**src/rtl/bta_pkg.sv**
```systemverilog
package bta_pkg;

	// table geometry
	localparam int TABLE_ENTRIES = 1024;
	localparam int IDX_W         = $clog2(TABLE_ENTRIES);
	localparam int CNT_W         = $clog2(TABLE_ENTRIES + 1);

	// field and register widths
	localparam int ADDR_W    = 32;
	localparam int SIZE_W    = 16;
	localparam int BS_W      = 8;
	localparam int BIU_W     = 11;
	localparam int STATUS_W  = 2;
	localparam int CFG_IDX_W = 2;
	localparam int CFG_W     = 32;
	localparam int DIV_W     = 32;
	localparam int DIV_CNT_W = $clog2(DIV_W + 1);
	localparam int PROD_W    = IDX_W + BS_W;

	// register reset values
	localparam logic [BS_W-1:0]   RESET_BLOCK_SIZE    = 8'd32;
	localparam logic [ADDR_W-1:0] RESET_BASE_ADDRESS  = 32'h6800_0000;
	localparam logic [BIU_W-1:0]  RESET_BLOCKS_IN_USE = 11'd1024;
	localparam logic [ADDR_W-1:0] ALL_ONES            = 32'hFFFF_FFFF;

	// register indexes
	localparam logic [CFG_IDX_W-1:0] CFG_BLOCK_SIZE    = 2'd0;
	localparam logic [CFG_IDX_W-1:0] CFG_BASE_ADDRESS  = 2'd1;
	localparam logic [CFG_IDX_W-1:0] CFG_BLOCKS_IN_USE = 2'd2;

	// request codes
	localparam logic CMD_ALLOC = 1'b0;
	localparam logic CMD_FREE  = 1'b1;

	typedef enum logic [STATUS_W-1:0] {
		ST_OK      = 2'd0,
		ST_NOSPACE = 2'd1,
		ST_BAD     = 2'd2
	} status_t;

	typedef enum logic [3:0] {
		S_INIT,
		S_CLEAR,
		S_IDLE,
		S_PRECHK,
		S_DIV,
		S_CHECK,
		S_SCAN,
		S_FREE_RD,
		S_FREE_LEN,
		S_FILL,
		S_RESP
	} state_t;

	// controller to datapath
	typedef struct packed {
		logic    latch_in;
		logic    div_start;
		logic    scan_start;
		logic    scan_run;
		logic    clear_start;
		logic    mark_start;
		logic    unmark_start;
		logic    set_res;
		logic    res_use_addr;
		status_t res_code;
	} dp_cmd_t;

	// datapath to controller
	typedef struct packed {
		logic pre_bad;
		logic is_free;
		logic div_busy;
		logic alloc_no_fit;
		logic free_out_range;
		logic scan_hit;
		logic scan_miss;
		logic fill_busy;
	} dp_status_t;

endpackage

```
**src/rtl/bta_ctrl.sv**
```systemverilog
module bta_ctrl (
	input  logic                clk,
	input  logic                arst_n,
	input  logic                start,
	input  bta_pkg::dp_status_t sts,
	output bta_pkg::dp_cmd_t    ctl,
	output logic                busy,
	output logic                done
);

	bta_pkg::state_t state_q;
	bta_pkg::state_t state_d;

	// state register
	always_ff @(posedge clk or negedge arst_n) begin
		if (!arst_n) begin
			state_q <= bta_pkg::S_INIT;
		end else begin
			state_q <= state_d;
		end
	end

	// next state
	always_comb begin
		state_d = state_q;
		case (state_q)
			bta_pkg::S_INIT:  state_d = bta_pkg::S_CLEAR;
			bta_pkg::S_CLEAR: begin
				if (!sts.fill_busy) state_d = bta_pkg::S_IDLE;
			end
			bta_pkg::S_IDLE: begin
				if (start) state_d = bta_pkg::S_PRECHK;
			end
			bta_pkg::S_PRECHK: begin
				state_d = sts.pre_bad ? bta_pkg::S_RESP : bta_pkg::S_DIV;
			end
			bta_pkg::S_DIV: begin
				if (!sts.div_busy) state_d = bta_pkg::S_CHECK;
			end
			bta_pkg::S_CHECK: begin
				if (sts.is_free) begin
					state_d = sts.free_out_range ? bta_pkg::S_RESP : bta_pkg::S_FREE_RD;
				end else begin
					state_d = sts.alloc_no_fit ? bta_pkg::S_RESP : bta_pkg::S_SCAN;
				end
			end
			bta_pkg::S_SCAN: begin
				if (sts.scan_hit) begin
					state_d = bta_pkg::S_FILL;
				end else if (sts.scan_miss) begin
					state_d = bta_pkg::S_RESP;
				end
			end
			bta_pkg::S_FREE_RD:  state_d = bta_pkg::S_FREE_LEN;
			bta_pkg::S_FREE_LEN: state_d = bta_pkg::S_FILL;
			bta_pkg::S_FILL: begin
				if (!sts.fill_busy) state_d = bta_pkg::S_RESP;
			end
			bta_pkg::S_RESP: state_d = bta_pkg::S_IDLE;
			default:         state_d = bta_pkg::S_INIT;
		endcase
	end

	// outputs
	always_comb begin
		ctl          = '0;
		ctl.res_code = bta_pkg::ST_OK;
		case (state_q)
			bta_pkg::S_INIT: ctl.clear_start = 1'b1;
			bta_pkg::S_IDLE: ctl.latch_in = start;
			bta_pkg::S_PRECHK: begin
				if (sts.pre_bad) begin
					ctl.set_res  = 1'b1;
					ctl.res_code = bta_pkg::ST_BAD;
				end else begin
					ctl.div_start = 1'b1;
				end
			end
			bta_pkg::S_CHECK: begin
				if (sts.is_free) begin
					if (sts.free_out_range) begin
						ctl.set_res  = 1'b1;
						ctl.res_code = bta_pkg::ST_BAD;
					end
				end else if (sts.alloc_no_fit) begin
					ctl.set_res  = 1'b1;
					ctl.res_code = bta_pkg::ST_NOSPACE;
				end else begin
					ctl.scan_start = 1'b1;
				end
			end
			bta_pkg::S_SCAN: begin
				ctl.scan_run = 1'b1;
				if (sts.scan_hit) begin
					ctl.mark_start = 1'b1;
				end else if (sts.scan_miss) begin
					ctl.set_res  = 1'b1;
					ctl.res_code = bta_pkg::ST_NOSPACE;
				end
			end
			bta_pkg::S_FREE_LEN: ctl.unmark_start = 1'b1;
			bta_pkg::S_FILL: begin
				if (!sts.fill_busy) begin
					ctl.set_res      = 1'b1;
					ctl.res_code     = bta_pkg::ST_OK;
					ctl.res_use_addr = !sts.is_free;
				end
			end
			default: ;
		endcase
	end

	assign busy = (state_q != bta_pkg::S_IDLE);
	assign done = (state_q == bta_pkg::S_RESP);

endmodule

```
**config.mk**
```make
export PLATFORM = sky130hd
export DESIGN_NAME = bta_ctrl
export DESIGN_NICKNAME = d
export VERILOG_FILES = /design/src/rtl/bta_pkg.sv /design/src/rtl/bta_ctrl.sv
export SDC_FILE = /design/constraint.sdc
export NUM_CORES = 1
export LEC_CHECK = 0
export BUFFER_PORTS_ARGS = -buffer_cell sky130_fd_sc_hd__buf_4
export CORE_AREA = 2 2 39 41
export CTS_BUF_LIST = sky130_fd_sc_hd__clkbuf_4 sky130_fd_sc_hd__clkbuf_8
export DETAILED_ROUTE_END_ITERATION = 7
export DIE_AREA = 0 0 41 43
export GPL_ROUTABILITY_DRIVEN = 0
export PLACE_DENSITY = 0.71
export SLEW_MARGIN = 20
export SYNTH_ARGS = -nofsm -noshare
export SYNTH_HDL_FRONTEND = slang
export SYNTH_SLANG_ARGS = --single-unit
```
**constraint.sdc**
```tcl
create_clock -name clk -period 2.1 [get_ports clk]
set_input_delay 0.21 -clock clk [delete_from_list [all_inputs] [get_ports clk]]
set_output_delay 0.21 -clock clk [all_outputs]
set_load 0.01 [all_outputs]
```
# == Yosys cells after proc, flatten, opt, wreduce, memory -nomap -nowiden ==
# Cells that the tools add are included.
# op_classes
n_eq_ne,16
mux,38
reduce_logical,3
# op_table
operator,count
4-bit 2-to-1 mux,11
4-bit case mux with 11 select lines,1
1-bit 2-to-1 mux,21
"4-bit by 3-bit == test with 1-bit output, second input constant",4
"4-bit == test, second input constant",3
"4-bit by 2-bit == test with 1-bit output, second input constant",2
"2-bit != test, second input constant",4
2-bit case mux with 4 select lines,1
2-bit 2-to-1 mux,3
5-bit AND reduction,1
"4-bit by 1-bit == test with 1-bit output, second input constant",1
4-bit logical NOT,1
"4-bit by 2-bit != test with 1-bit output, second input constant",1
1-bit case mux with 4 select lines,1
"3-bit != test, second input constant",1
1-bit logical NOT,1
# word_totals
regBits,4
inputBits,11
output_inout_bits,13
wordCells,58

# == Depth between registers and ports, before layout ==
# Gate-level depths: netlist of run 1.
# logic_depth
ltp_word,3
mapped_depth,6
depth_no_buf,4

# == Worst setup path after synthesis of run 1 ==
# OpenSTA, ideal clock, no wires.
# synth_path
path_type,reg-to-output
from,register state_q[1]
to,output ctl[6] (netlist name)
arrival_time_ps,1184
required_ps,1890
path_slack_ps,706
path_stages_with_launch,4
path_buffers,2
path_cell_list,dfrtp_1 buf_4 buf_2 nor4_1
# synth_rtl
element,line,text
start: declaration,bta_ctrl.sv:11,bta_pkg::state_t state_q;
start signal: assignment,bta_ctrl.sv:17,state_q <= bta_pkg::S_INIT;
start signal: assignment,bta_ctrl.sv:19,state_q <= state_d;
end: declaration,bta_ctrl.sv:6,"output bta_pkg::dp_cmd_t ctl,"

==> metrics.log, run 1 <==
INFO  metric cts.sink_count = 4
INFO  metric total_length_of_routed_met2_wires = 789 um
INFO  metric drt-pass1-iter-count = 4
INFO  metric maxSlewViolCount = 0
INFO  metric drt_iter0_drc = 22
INFO  metric power_leakage = 0.341 nW
INFO  metric synth-main-ff-cell = sky130_fd_sc_hd__dfrtp_1
INFO  metric layout-drive-gt1-share = 34.3%
INFO  metric synth_seq_area_share = 18.2%
INFO  metric io-pin-count = 24
INFO  metric clock_path_buffers = 2
INFO  metric final.setup_skew = 0.00724 ns
INFO  metric seq_power_share = 22.1%
INFO  metric routed_wl = 1530 um
INFO  metric timing.critical_path.to_type = primary output
INFO  metric setup_repair_after_global_routing_missed_its_margin = false
INFO  metric syn_area_per_cell = 7.23 um^2
INFO  metric timing.max_cap.violations = 0
INFO  metric timing.final.crit_share = 89.7%
INFO  metric cp_data_required_time = 1.89 ns
INFO  metric grt_pass1_wl = 2260 um
INFO  metric intPower = 0.000493 W
INFO  metric synth.cell_area = 549 um^2
INFO  metric timing_hold_violations_final = 0
INFO  metric cts_tree = yes
INFO  metric final_period_minus_worst_setup_slack = 1.88 ns
INFO  metric detailroute.wirelength.met3 = 118 um
INFO  metric status = completed
INFO  metric clock-root-buffer = sky130_fd_sc_hd__clkbuf_4
INFO  metric setup.worst_path.start_class = register
INFO  metric pin_count_of_the_biggest_net_entering_global_routing = 16
INFO  metric post-cts-setup-buffer-count = 0
INFO  metric multi_input_area = 394 um^2
INFO  metric die-width = 41 um
INFO  metric floorplan.initialDensity = 39.7%
INFO  metric fmax = 531 MHz
INFO  metric coreArea = 1380 um^2
INFO  metric wirelength_met1 = 609 um
INFO  metric dr_total_vias = 664
INFO  metric setup.worst_path.class = reg2out
INFO  metric ff_latch_area = 100 um^2
INFO  metric synthDistinctLibCells = 32
INFO  metric post_cts_hold_buffer_count = 1
INFO  metric synth.yosys.warnings = 0
INFO  metric timing.hold.ws = 0.304 ns
INFO  metric path_clk_slew = 0.04 ns
INFO  metric htreeDepth = 1
INFO  metric registers.top_by_ff_count = state_q
INFO  metric post_route_drc_violation_count = 0
INFO  metric synth-edff-count = 0
INFO  metric mappedNetlistNets = 87
INFO  metric power.density_cell_area = 1250 nW/um^2
INFO  metric fp-row-count = 14
INFO  metric syn_to_final_growth = 37.1%
INFO  metric design.die.area = 1760 um^2
INFO  metric cp_max_fo = 15
INFO  metric cts_repair_resize_count = 0
INFO  metric post_layout_nonfiller_instances = 115
INFO  metric y_dimension_of_the_die = 43 um
INFO  metric numPortBuffers = 23
INFO  metric final.setup.tns = 0 ns
INFO  metric tightestPinTransition = 0.419 ns
INFO  metric place.detailed.instances = 111
INFO  metric overflow = 0
INFO  metric layout.cells.most_common_list = sky130_fd_sc_hd__buf_4, sky130_fd_sc_hd__nand2_1, sky130_fd_sc_hd__nor2_1, sky130_fd_sc_hd__nand2b_1
INFO  metric critPathArrivalTime = 1.67 ns
INFO  metric dpl-instance-area = 721 um^2
INFO  metric post-route-util = 54.4%
INFO  metric timing.slew.headroom = 72.1%
INFO  metric fin_area = 753 um^2
INFO  metric synthesis.instances = 76
INFO  metric power.net_switching = 0.000451 W
INFO  metric synth.ff_latch_count = 4
INFO  metric grt_antenna_before_repair = 0
INFO  metric routedWlPerCell = 13.3 um
INFO  metric layout.cells.most_common = sky130_fd_sc_hd__buf_4
INFO  metric largest_register_ffs = 4
INFO  metric detailedPlacementHpwl = 1140 um
INFO  metric tritoncts.num_buffers = 3
INFO  metric n_fill_cell = 144
INFO  metric sw_frac_of_total = 47.8%
INFO  metric power.ir.vdd_worst = 0.529 mV
INFO  metric antenna_left = 0
INFO  metric finish.net_count = 112
INFO  metric antennaDiodeCount = 0
INFO  metric top_layer_used = met4
INFO  metric biggestRegsByFlops = state_q: 4 flops
INFO  metric combinational_fraction_of_design_power = 67.8%
INFO  metric asr_flop_ratio_synth = 100%
INFO  metric setup_viol_count_final = 0
INFO  metric groute.usage.overall = 18.3%
INFO  metric worst_skew_pair_later_pin_latency = 0.24 ns
INFO  metric first_global_vias = 536
INFO  metric avgViaCountPerCell = 5.77
INFO  metric pwr-share-clk = 10.1%
INFO  metric hold_path.class = in2async
path summary, 6_finish.rpt:
kind                       startpoint    endpoint  slack (ns)  cells past startpoint
max                        state_q[1]      ctl[3]        0.22                      5
min                            arst_n  state_q[0]        0.30                      2
max reg2reg                state_q[1]  state_q[1]        0.49                      4
min reg2reg                state_q[2]  state_q[0]        0.72                      3
max in group asynchronous      arst_n  state_q[3]        1.69                      2
min in group clk               sts[3]  state_q[0]        0.32                      4
cell type report:
| type | count | share of cell area [%] |
|---|---|---|
| multi-input cells | 62 | 52.3 |
| repair buffers | 27 | 27.2 |
| flip-flops and latches | 4 | 13.3 |
| clock buffers | 3 | 2.99 |
| well taps | 16 | 2.66 |
| inverters | 3 | 1.50 |
cells by family after synthesis:
group                  after synthesis  share of synthesized area, %
DFF                                  4                          18.2
and+or+nand+nor                     37                          36.0
buffers and inverters               10                          10.0
muxes                                2                          4.78
AOI/OAI and AO/OA                   23                          31.0
metrics by stage:
stage / power (W) / worst slack [ns]
2_1_floorplan: 0.000665 / 0.706
3_3_place_gp: 0.000838 / 0.529
3_5_place_dp: 0.000843 / 0.463
4_1_cts: 0.000939 / 0.228
5_1_grt: 0.00101 / 0.126
6_report: 0.000944 / 0.217
cells in the mapped netlist (all sizes together), types with 3 or more instances:
library cell  instances  area share [%]
nor2                  7             4.8
nand2b                5             5.7
a31oi                 3             3.4
dfrtp                 4              18
nor3                  3             2.7
nand2                 7             4.8
nor2b                 3             3.9
o32ai                 3             4.8
buf                   7             8.0
a21oi                 3             2.7
o21ai                 4             3.6
inv                   3             2.0
nor4                  4             4.6
layer usage:
| layer | track usage [%] | up-vias |
|---|---|---|
| met2 | 28.7 | 29 |
| met4 | 6.00 | 0 |
| met5 | 0 | - |
| li1 | - | 329 |
| met1 | 25.2 | 304 |
| met3 | 1.57 | 2 |
worst max-delay path: stages (launching register included):
cell	delay (ns)
sky130_fd_sc_hd__dfrtp_1	0.58
sky130_fd_sc_hd__nor2b_2	0.27
sky130_fd_sc_hd__nand3b_1	0.12
sky130_fd_sc_hd__a21boi_0	0.14
sky130_fd_sc_hd__o32ai_1	0.14
sky130_fd_sc_hd__buf_4	0.17
power by group through the flow:
| stage | logic, W | registers (W) | clock network (W) |
|---|---|---|---|
| 6_report | 0.000640 | 0.000209 | 0.0000952 |
| 5_1_grt | 0.000695 | 0.000218 | 0.000101 |
| 4_1_cts | 0.000638 | 0.000206 | 0.0000952 |
| 3_5_place_dp | 0.000634 | 0.000209 | 0 |
| 3_3_place_gp | 0.000634 | 0.000204 | 0 |
| 2_1_floorplan | 0.000529 | 0.000136 | 0 |
Power figures use the tool's default switching activity.
==> run 2, diff against run 1 <==
--- a/config.mk
+++ b/config.mk
@@ -13,5 +13,4 @@
 export GPL_ROUTABILITY_DRIVEN = 0
 export PLACE_DENSITY = 0.71
-export SLEW_MARGIN = 20
 export SYNTH_ARGS = -nofsm -noshare
 export SYNTH_HDL_FRONTEND = slang
==> constraint.sdc (replaced) <==
create_clock -name clk -period 2.1 [get_ports clk]
set_input_delay 0.42 -clock clk [delete_from_list [all_inputs] [get_ports clk]]
set_output_delay 0.42 -clock clk [all_outputs]
set_load 0.01 [all_outputs]
==> run 2 against run 1 <==
Clock power down 2%. Clock-buffer cell count is the same. Power increased by 0.84%.
==> metrics.log, run 2 (same netlist as run 1, synthesis figures left out) <==
INFO  metric routed_wl = 1490 um
INFO  metric routedWlPerCell = 12.8 um
INFO  metric path_clk_slew = 0.04 ns
INFO  metric syn_to_final_growth = 38.5%
INFO  metric design.die.area = 1760 um^2
INFO  metric cts_tree = yes
INFO  metric setup_repair_after_global_routing_missed_its_margin = false
INFO  metric kind_of_cell_adding_the_most_delay_to_the_critical_path = flip-flops
INFO  metric tightestPinTransition = 0.400 ns
INFO  metric final.setup.tns = 0 ns
INFO  metric cp_max_fo = 13
INFO  metric io-pin-count = 24
INFO  metric biggestRegsByFlops = state_q: 4 flops
INFO  metric finish.net_count = 113
INFO  metric layout.cells.most_common = sky130_fd_sc_hd__buf_4
INFO  metric crit_buf_inv = 2
INFO  metric groute.usage.overall = 18.8%
INFO  metric grt_antenna_before_repair = 0
INFO  metric detailedPlacementHpwl = 1140 um
INFO  metric setup_viol_count_final = 0
INFO  metric timing.final.crit_share = 95.4%
INFO  metric crit_slowest_cell = sky130_fd_sc_hd__dfrtp_1
INFO  metric hold_path.class = in2async
INFO  metric power.ir.vdd_worst = 0.472 mV
INFO  metric coreArea = 1380 um^2
INFO  metric clock-root-buffer = sky130_fd_sc_hd__clkbuf_4
INFO  metric drt-pass1-iter-count = 4
INFO  metric critPathMaxStageDelay = 0.57 ns
INFO  metric timing.max_cap.violations = 0
INFO  metric post-cts-setup-buffer-count = 0
INFO  metric dr_total_vias = 702
INFO  metric timing.reg2reg.setup_slack = 0.51 ns
INFO  metric fmax = 499 MHz
INFO  metric worst_skew_pair_later_pin_latency = 0.23 ns
INFO  metric cts.sink_count = 4
INFO  metric pin_count_of_the_biggest_net_entering_global_routing = 15
INFO  metric post_route_drc_violation_count = 0
INFO  metric registers.top_by_ff_count = state_q
INFO  metric power = 0.000952 W
INFO  metric timing_hold_violations_final = 0
INFO  metric critical_path.reg2reg.endpoint = state_q[1]
INFO  metric r2r_start = state_q[0]
INFO  metric antenna_left = 0
INFO  metric cts_repair_resize_count = 0
INFO  metric path_cells = inv_1 -> nor3_1 -> a31oi_1 -> o32ai_1 -> buf_4
INFO  metric worstRegToRegCells = 4
INFO  metric layout.cells.most_common_list = sky130_fd_sc_hd__buf_4, sky130_fd_sc_hd__nand2_1, sky130_fd_sc_hd__nor2_1, sky130_fd_sc_hd__nand2b_1
INFO  metric timing.critical_path.to_type = primary output
INFO  metric first_global_vias = 577
INFO  metric tritoncts.num_buffers = 3
INFO  metric htreeDepth = 1
INFO  metric timing.slew.headroom = 73.3%
INFO  metric avgViaCountPerCell = 6.05
INFO  metric maxSlewViolCount = 0
INFO  metric y_dimension_of_the_die = 43 um
INFO  metric die-width = 41 um
INFO  metric overflow = 0
INFO  metric antennaDiodeCount = 0
INFO  metric final_period_minus_worst_setup_slack = 2.00 ns
INFO  metric cp_data_required_time = 1.68 ns
INFO  metric largest_register_ffs = 4
INFO  metric post-route-util = 55.0%
INFO  metric critPathArrivalTime = 1.58 ns
INFO  metric status = completed
INFO  metric numPortBuffers = 23
INFO  metric power_leakage = 0.345 nW
INFO  metric clock_path_buffers = 2
INFO  metric fp-row-count = 14
INFO  metric grt_pass1_wl = 2350 um
INFO  metric power.density_cell_area = 1250 nW/um^2
INFO  metric drt_iter0_drc = 32
INFO  metric floorplan.initialDensity = 39.7%
INFO  metric setup.worst_path.class = reg2out
INFO  metric setup.worst_path.start_class = register
INFO  metric layout-drive-gt1-share = 35.0%
INFO  metric final.setup_skew = 0.00643 ns
## run 2: cell count changes in the layout (fill, tap and decap cells not counted), sizes merged
cell,previous run,this run
buf,26,27
## run 2: worst max-delay path by stage
stage | from | to | slack, ns | cells after the start
3_3_place_gp | sts[6] | ctl[3] | 0.38 | 5
5_1_grt | state_q[3] | ctl[3] | 0.006 | 5
2_1_floorplan | state_q[1] | ctl[6] | 0.50 | 3
4_1_cts | state_q[3] | ctl[3] | 0.13 | 5
6_report | state_q[3] | ctl[3] | 0.1 | 5
3_5_place_dp | sts[6] | ctl[3] | 0.36 | 5
## run 2: area by class of cell
class                   count  area [um^2]
fillers                   143          623
repair buffers             28          213
flip-flops and latches      4          100
clock buffers               3         22.5
well taps                  16         20.0
inverters                   3         11.3
multi-input cells          62          394
## run 2: through the flow
stage	area, um^2	setup WS (ns)	hold WS, ns	std cells
finish	761	0.0956	0.514	116
CTS	761	0.130	0.516	116
global placement	728	0.381	0.216	112
detailed placement	728	0.365	0.217	112
global route	761	0.00616	0.529	116
floorplan	549	0.496	0.124	76
## run 2: repair_timing
item | CTS | global route
hold endpoints to repair | 4 | 0
endpoints found under the setup margin | 0 | 0
hold buffers | 1 | 0
## run 2: per-layer routing
| metal | vias to the layer above | GRT usage [%] | share of wire [%] |
|---|---|---|---|
| met5 | - | 0 | 0 |
| met4 | 0 | 6.00 | 0.54 |
| met3 | 2 | 1.57 | 6.4 |
| met2 | 29 | 30.0 | 50 |
| met1 | 337 | 25.5 | 43 |
| li1 | 334 | - | - |
## run 2: where the power goes
| part | total [W] | switching [W] | internal (W) | leakage [nW] |
|---|---|---|---|---|
| Combinational | 0.000662 | 0.000333 | 0.000329 | 0.282 |
| Clock | 0.0000936 | 0.0000298 | 0.0000638 | 0.0138 |
| Sequential | 0.000197 | 0.0000843 | 0.000112 | 0.0493 |
==> run 3, diff against run 2 <==
Clock period 2.1 ns to 2.57 ns, I/O delays scaled along.
==> run 3 against run 2 <==
Die area is the same. Core utilization shrank 2.4 points. Clock-buffer cell count is the same. Routed wire length shrank 7.3%. Power shrank 23%. Clock skew shrank 0.0038 ns. Cell count shrank 3.4%. Critical path depth is the same. Largest power group unchanged.
==> metrics.log, run 3 (same netlist as run 1, synthesis figures left out) <==
INFO  metric status = completed
INFO  metric post_route_drc_violation_count = 0
INFO  metric place.detailed.instances = 109
INFO  metric critPathMaxStageDelay = 0.61 ns
INFO  metric numPortBuffers = 23
INFO  metric path_cells = nor2b_2 -> nand3b_1 -> a21boi_0 -> o32ai_1 -> buf_4
INFO  metric timing.final.crit_share = 86.6%
INFO  metric tightestPinTransition = 0.575 ns
INFO  metric setup_repair_after_global_routing_missed_its_margin = false
INFO  metric routedWlPerCell = 12.3 um
INFO  metric biggestRegsByFlops = state_q: 4 flops
INFO  metric registers.top_by_ff_count = state_q
INFO  metric htreeDepth = 1
INFO  metric detailedPlacementHpwl = 1020 um
INFO  metric largest_register_ffs = 4
INFO  metric setup_viol_count_final = 0
INFO  metric cts_tree = yes
INFO  metric y_dimension_of_the_die = 43 um
INFO  metric layout-drive-gt1-share = 33.3%
INFO  metric dr_total_vias = 638
INFO  metric timing.max_cap.violations = 0
INFO  metric die-width = 41 um
INFO  metric crit_slowest_cell = sky130_fd_sc_hd__dfrtp_1
INFO  metric setup.worst_path.start_class = register
INFO  metric hold_path.class = in2async
INFO  metric antennaDiodeCount = 0
INFO  metric overflow = 0
INFO  metric final.setup.tns = 0 ns
INFO  metric final_period_minus_worst_setup_slack = 2.23 ns
INFO  metric design.die.area = 1760 um^2
INFO  metric top_layer_used = met3
INFO  metric post_cts_hold_buffer_count = 0
INFO  metric pin_count_of_the_biggest_net_entering_global_routing = 21
INFO  metric fp-row-count = 14
INFO  metric avgViaCountPerCell = 5.70
INFO  metric wirelength_met1 = 629 um
INFO  metric layout.cells.most_common_list = sky130_fd_sc_hd__buf_4, sky130_fd_sc_hd__nand2_1, sky130_fd_sc_hd__nor2_1, sky130_fd_sc_hd__nand2b_1
INFO  metric power_leakage = 0.326 nW
INFO  metric timing.critical_path.to_type = primary output
INFO  metric drt-pass1-iter-count = 4
INFO  metric critPathArrivalTime = 1.71 ns
INFO  metric worst_slack = 0.345 ns
INFO  metric drt_iter0_drc = 13
INFO  metric worst_skew_pair_later_pin_latency = 0.23 ns
INFO  metric power.density_cell_area = 1010 nW/um^2
INFO  metric tritoncts.num_buffers = 3
INFO  metric cts.sink_count = 4
INFO  metric layout.cells.most_common = sky130_fd_sc_hd__buf_4
INFO  metric maxSlewViolCount = 0
INFO  metric grt_pass1_wl = 2240 um
INFO  metric power.ir.vdd_worst = 0.362 mV
INFO  metric io-pin-count = 24
INFO  metric path_clk_slew = 0.04 ns
INFO  metric n_fill_cell = 139
INFO  metric cts_repair_resize_count = 0
INFO  metric setup.worst_path.class = reg2out
INFO  metric groute.usage.overall = 17.5%
INFO  metric clock-root-buffer = sky130_fd_sc_hd__clkbuf_4
INFO  metric final.setup_skew = 0.00267 ns
INFO  metric routed_wl = 1380 um
INFO  metric total_length_of_routed_met2_wires = 676 um
INFO  metric timing_hold_violations_final = 0
INFO  metric fmax = 449 MHz
INFO  metric dp_worst_setup_slack = 0.597 ns
INFO  metric first_global_vias = 536
INFO  metric finish.net_count = 109
INFO  metric cp_data_required_time = 2.06 ns
INFO  metric post-cts-setup-buffer-count = 0
INFO  metric grt_antenna_before_repair = 0
INFO  metric coreArea = 1380 um^2
INFO  metric timing.slew.headroom = 61.7%
INFO  metric detailroute.wirelength.met3 = 73 um
INFO  metric floorplan.initialDensity = 39.7%
INFO  metric syn_to_final_growth = 32.6%
INFO  metric cp_max_fo = 17
INFO  metric clock_path_buffers = 2
INFO  metric antenna_left = 0
INFO  metric post_layout_nonfiller_instances = 112
-- run 3: cell count changes in the layout (fill, tap and decap cells not counted), sizes merged --
cell,change
buf,-3
dlygate4sd3,-1
-- run 3: critical path: cells and delay by family (launching register included) --
family          cells  cell delay, ns
compound gates      2            0.28
buf+inv             1            0.17
flops               1            0.61
simple gates        2            0.41
-- run 3: area by class of cell --
type                    count  area [um^2]  share of cell area [%]
multi-input cells          62          394                    54.1
repair buffers             24          180                    24.7
clock buffers               3         22.5                    3.09
well taps                  16         20.0                    2.75
flip-flops and latches      4          100                    13.7
inverters                   3         11.3                    1.55
-- run 3: stage by stage --
step | power, W | hold slack, ns | utilization [%] | cell area (um^2)
2_1_floorplan | 0.000543 | 0.218 | - | 549
3_3_place_gp | 0.000662 | 0.310 | 51.0 | 706
3_5_place_dp | 0.000661 | 0.310 | 51.0 | 706
4_1_cts | 0.000739 | 0.0618 | 52.6 | 728
5_1_grt | 0.000804 | 0.0609 | 52.6 | 728
6_report | 0.000735 | 0.0707 | 52.6 | 728
-- run 3: worst paths after layout --
kind | startpoint | endpoint | slack, ns | depth (start not counted)
worst max register to register | state_q[1] | state_q[1] | 0.82 | 5
max in group asynchronous | arst_n | state_q[2] | 2.40 | 1
worst max-delay path | state_q[1] | ctl[3] | 0.34 | 5
worst min-delay path | arst_n | state_q[1] | 0.07 | 1
min in group clk | sts[0] | state_q[3] | 0.62 | 3
worst min register to register | state_q[3] | state_q[2] | 0.73 | 1
-- run 3: layer usage --
layer | vias to the layer above | global-route usage, %
met4 | 0 | 4.00
met3 | 0 | 1.57
met1 | 292 | 26.4
li1 | 327 | -
met5 | - | 0
met2 | 19 | 26.3
-- run 3: report_power, final --
group / switching, W / internal [W] / total [W]
logic: 0.000212 / 0.000241 / 0.000454
registers: 0.000117 / 0.0000909 / 0.000208
clock network: 0.0000219 / 0.0000520 / 0.0000738
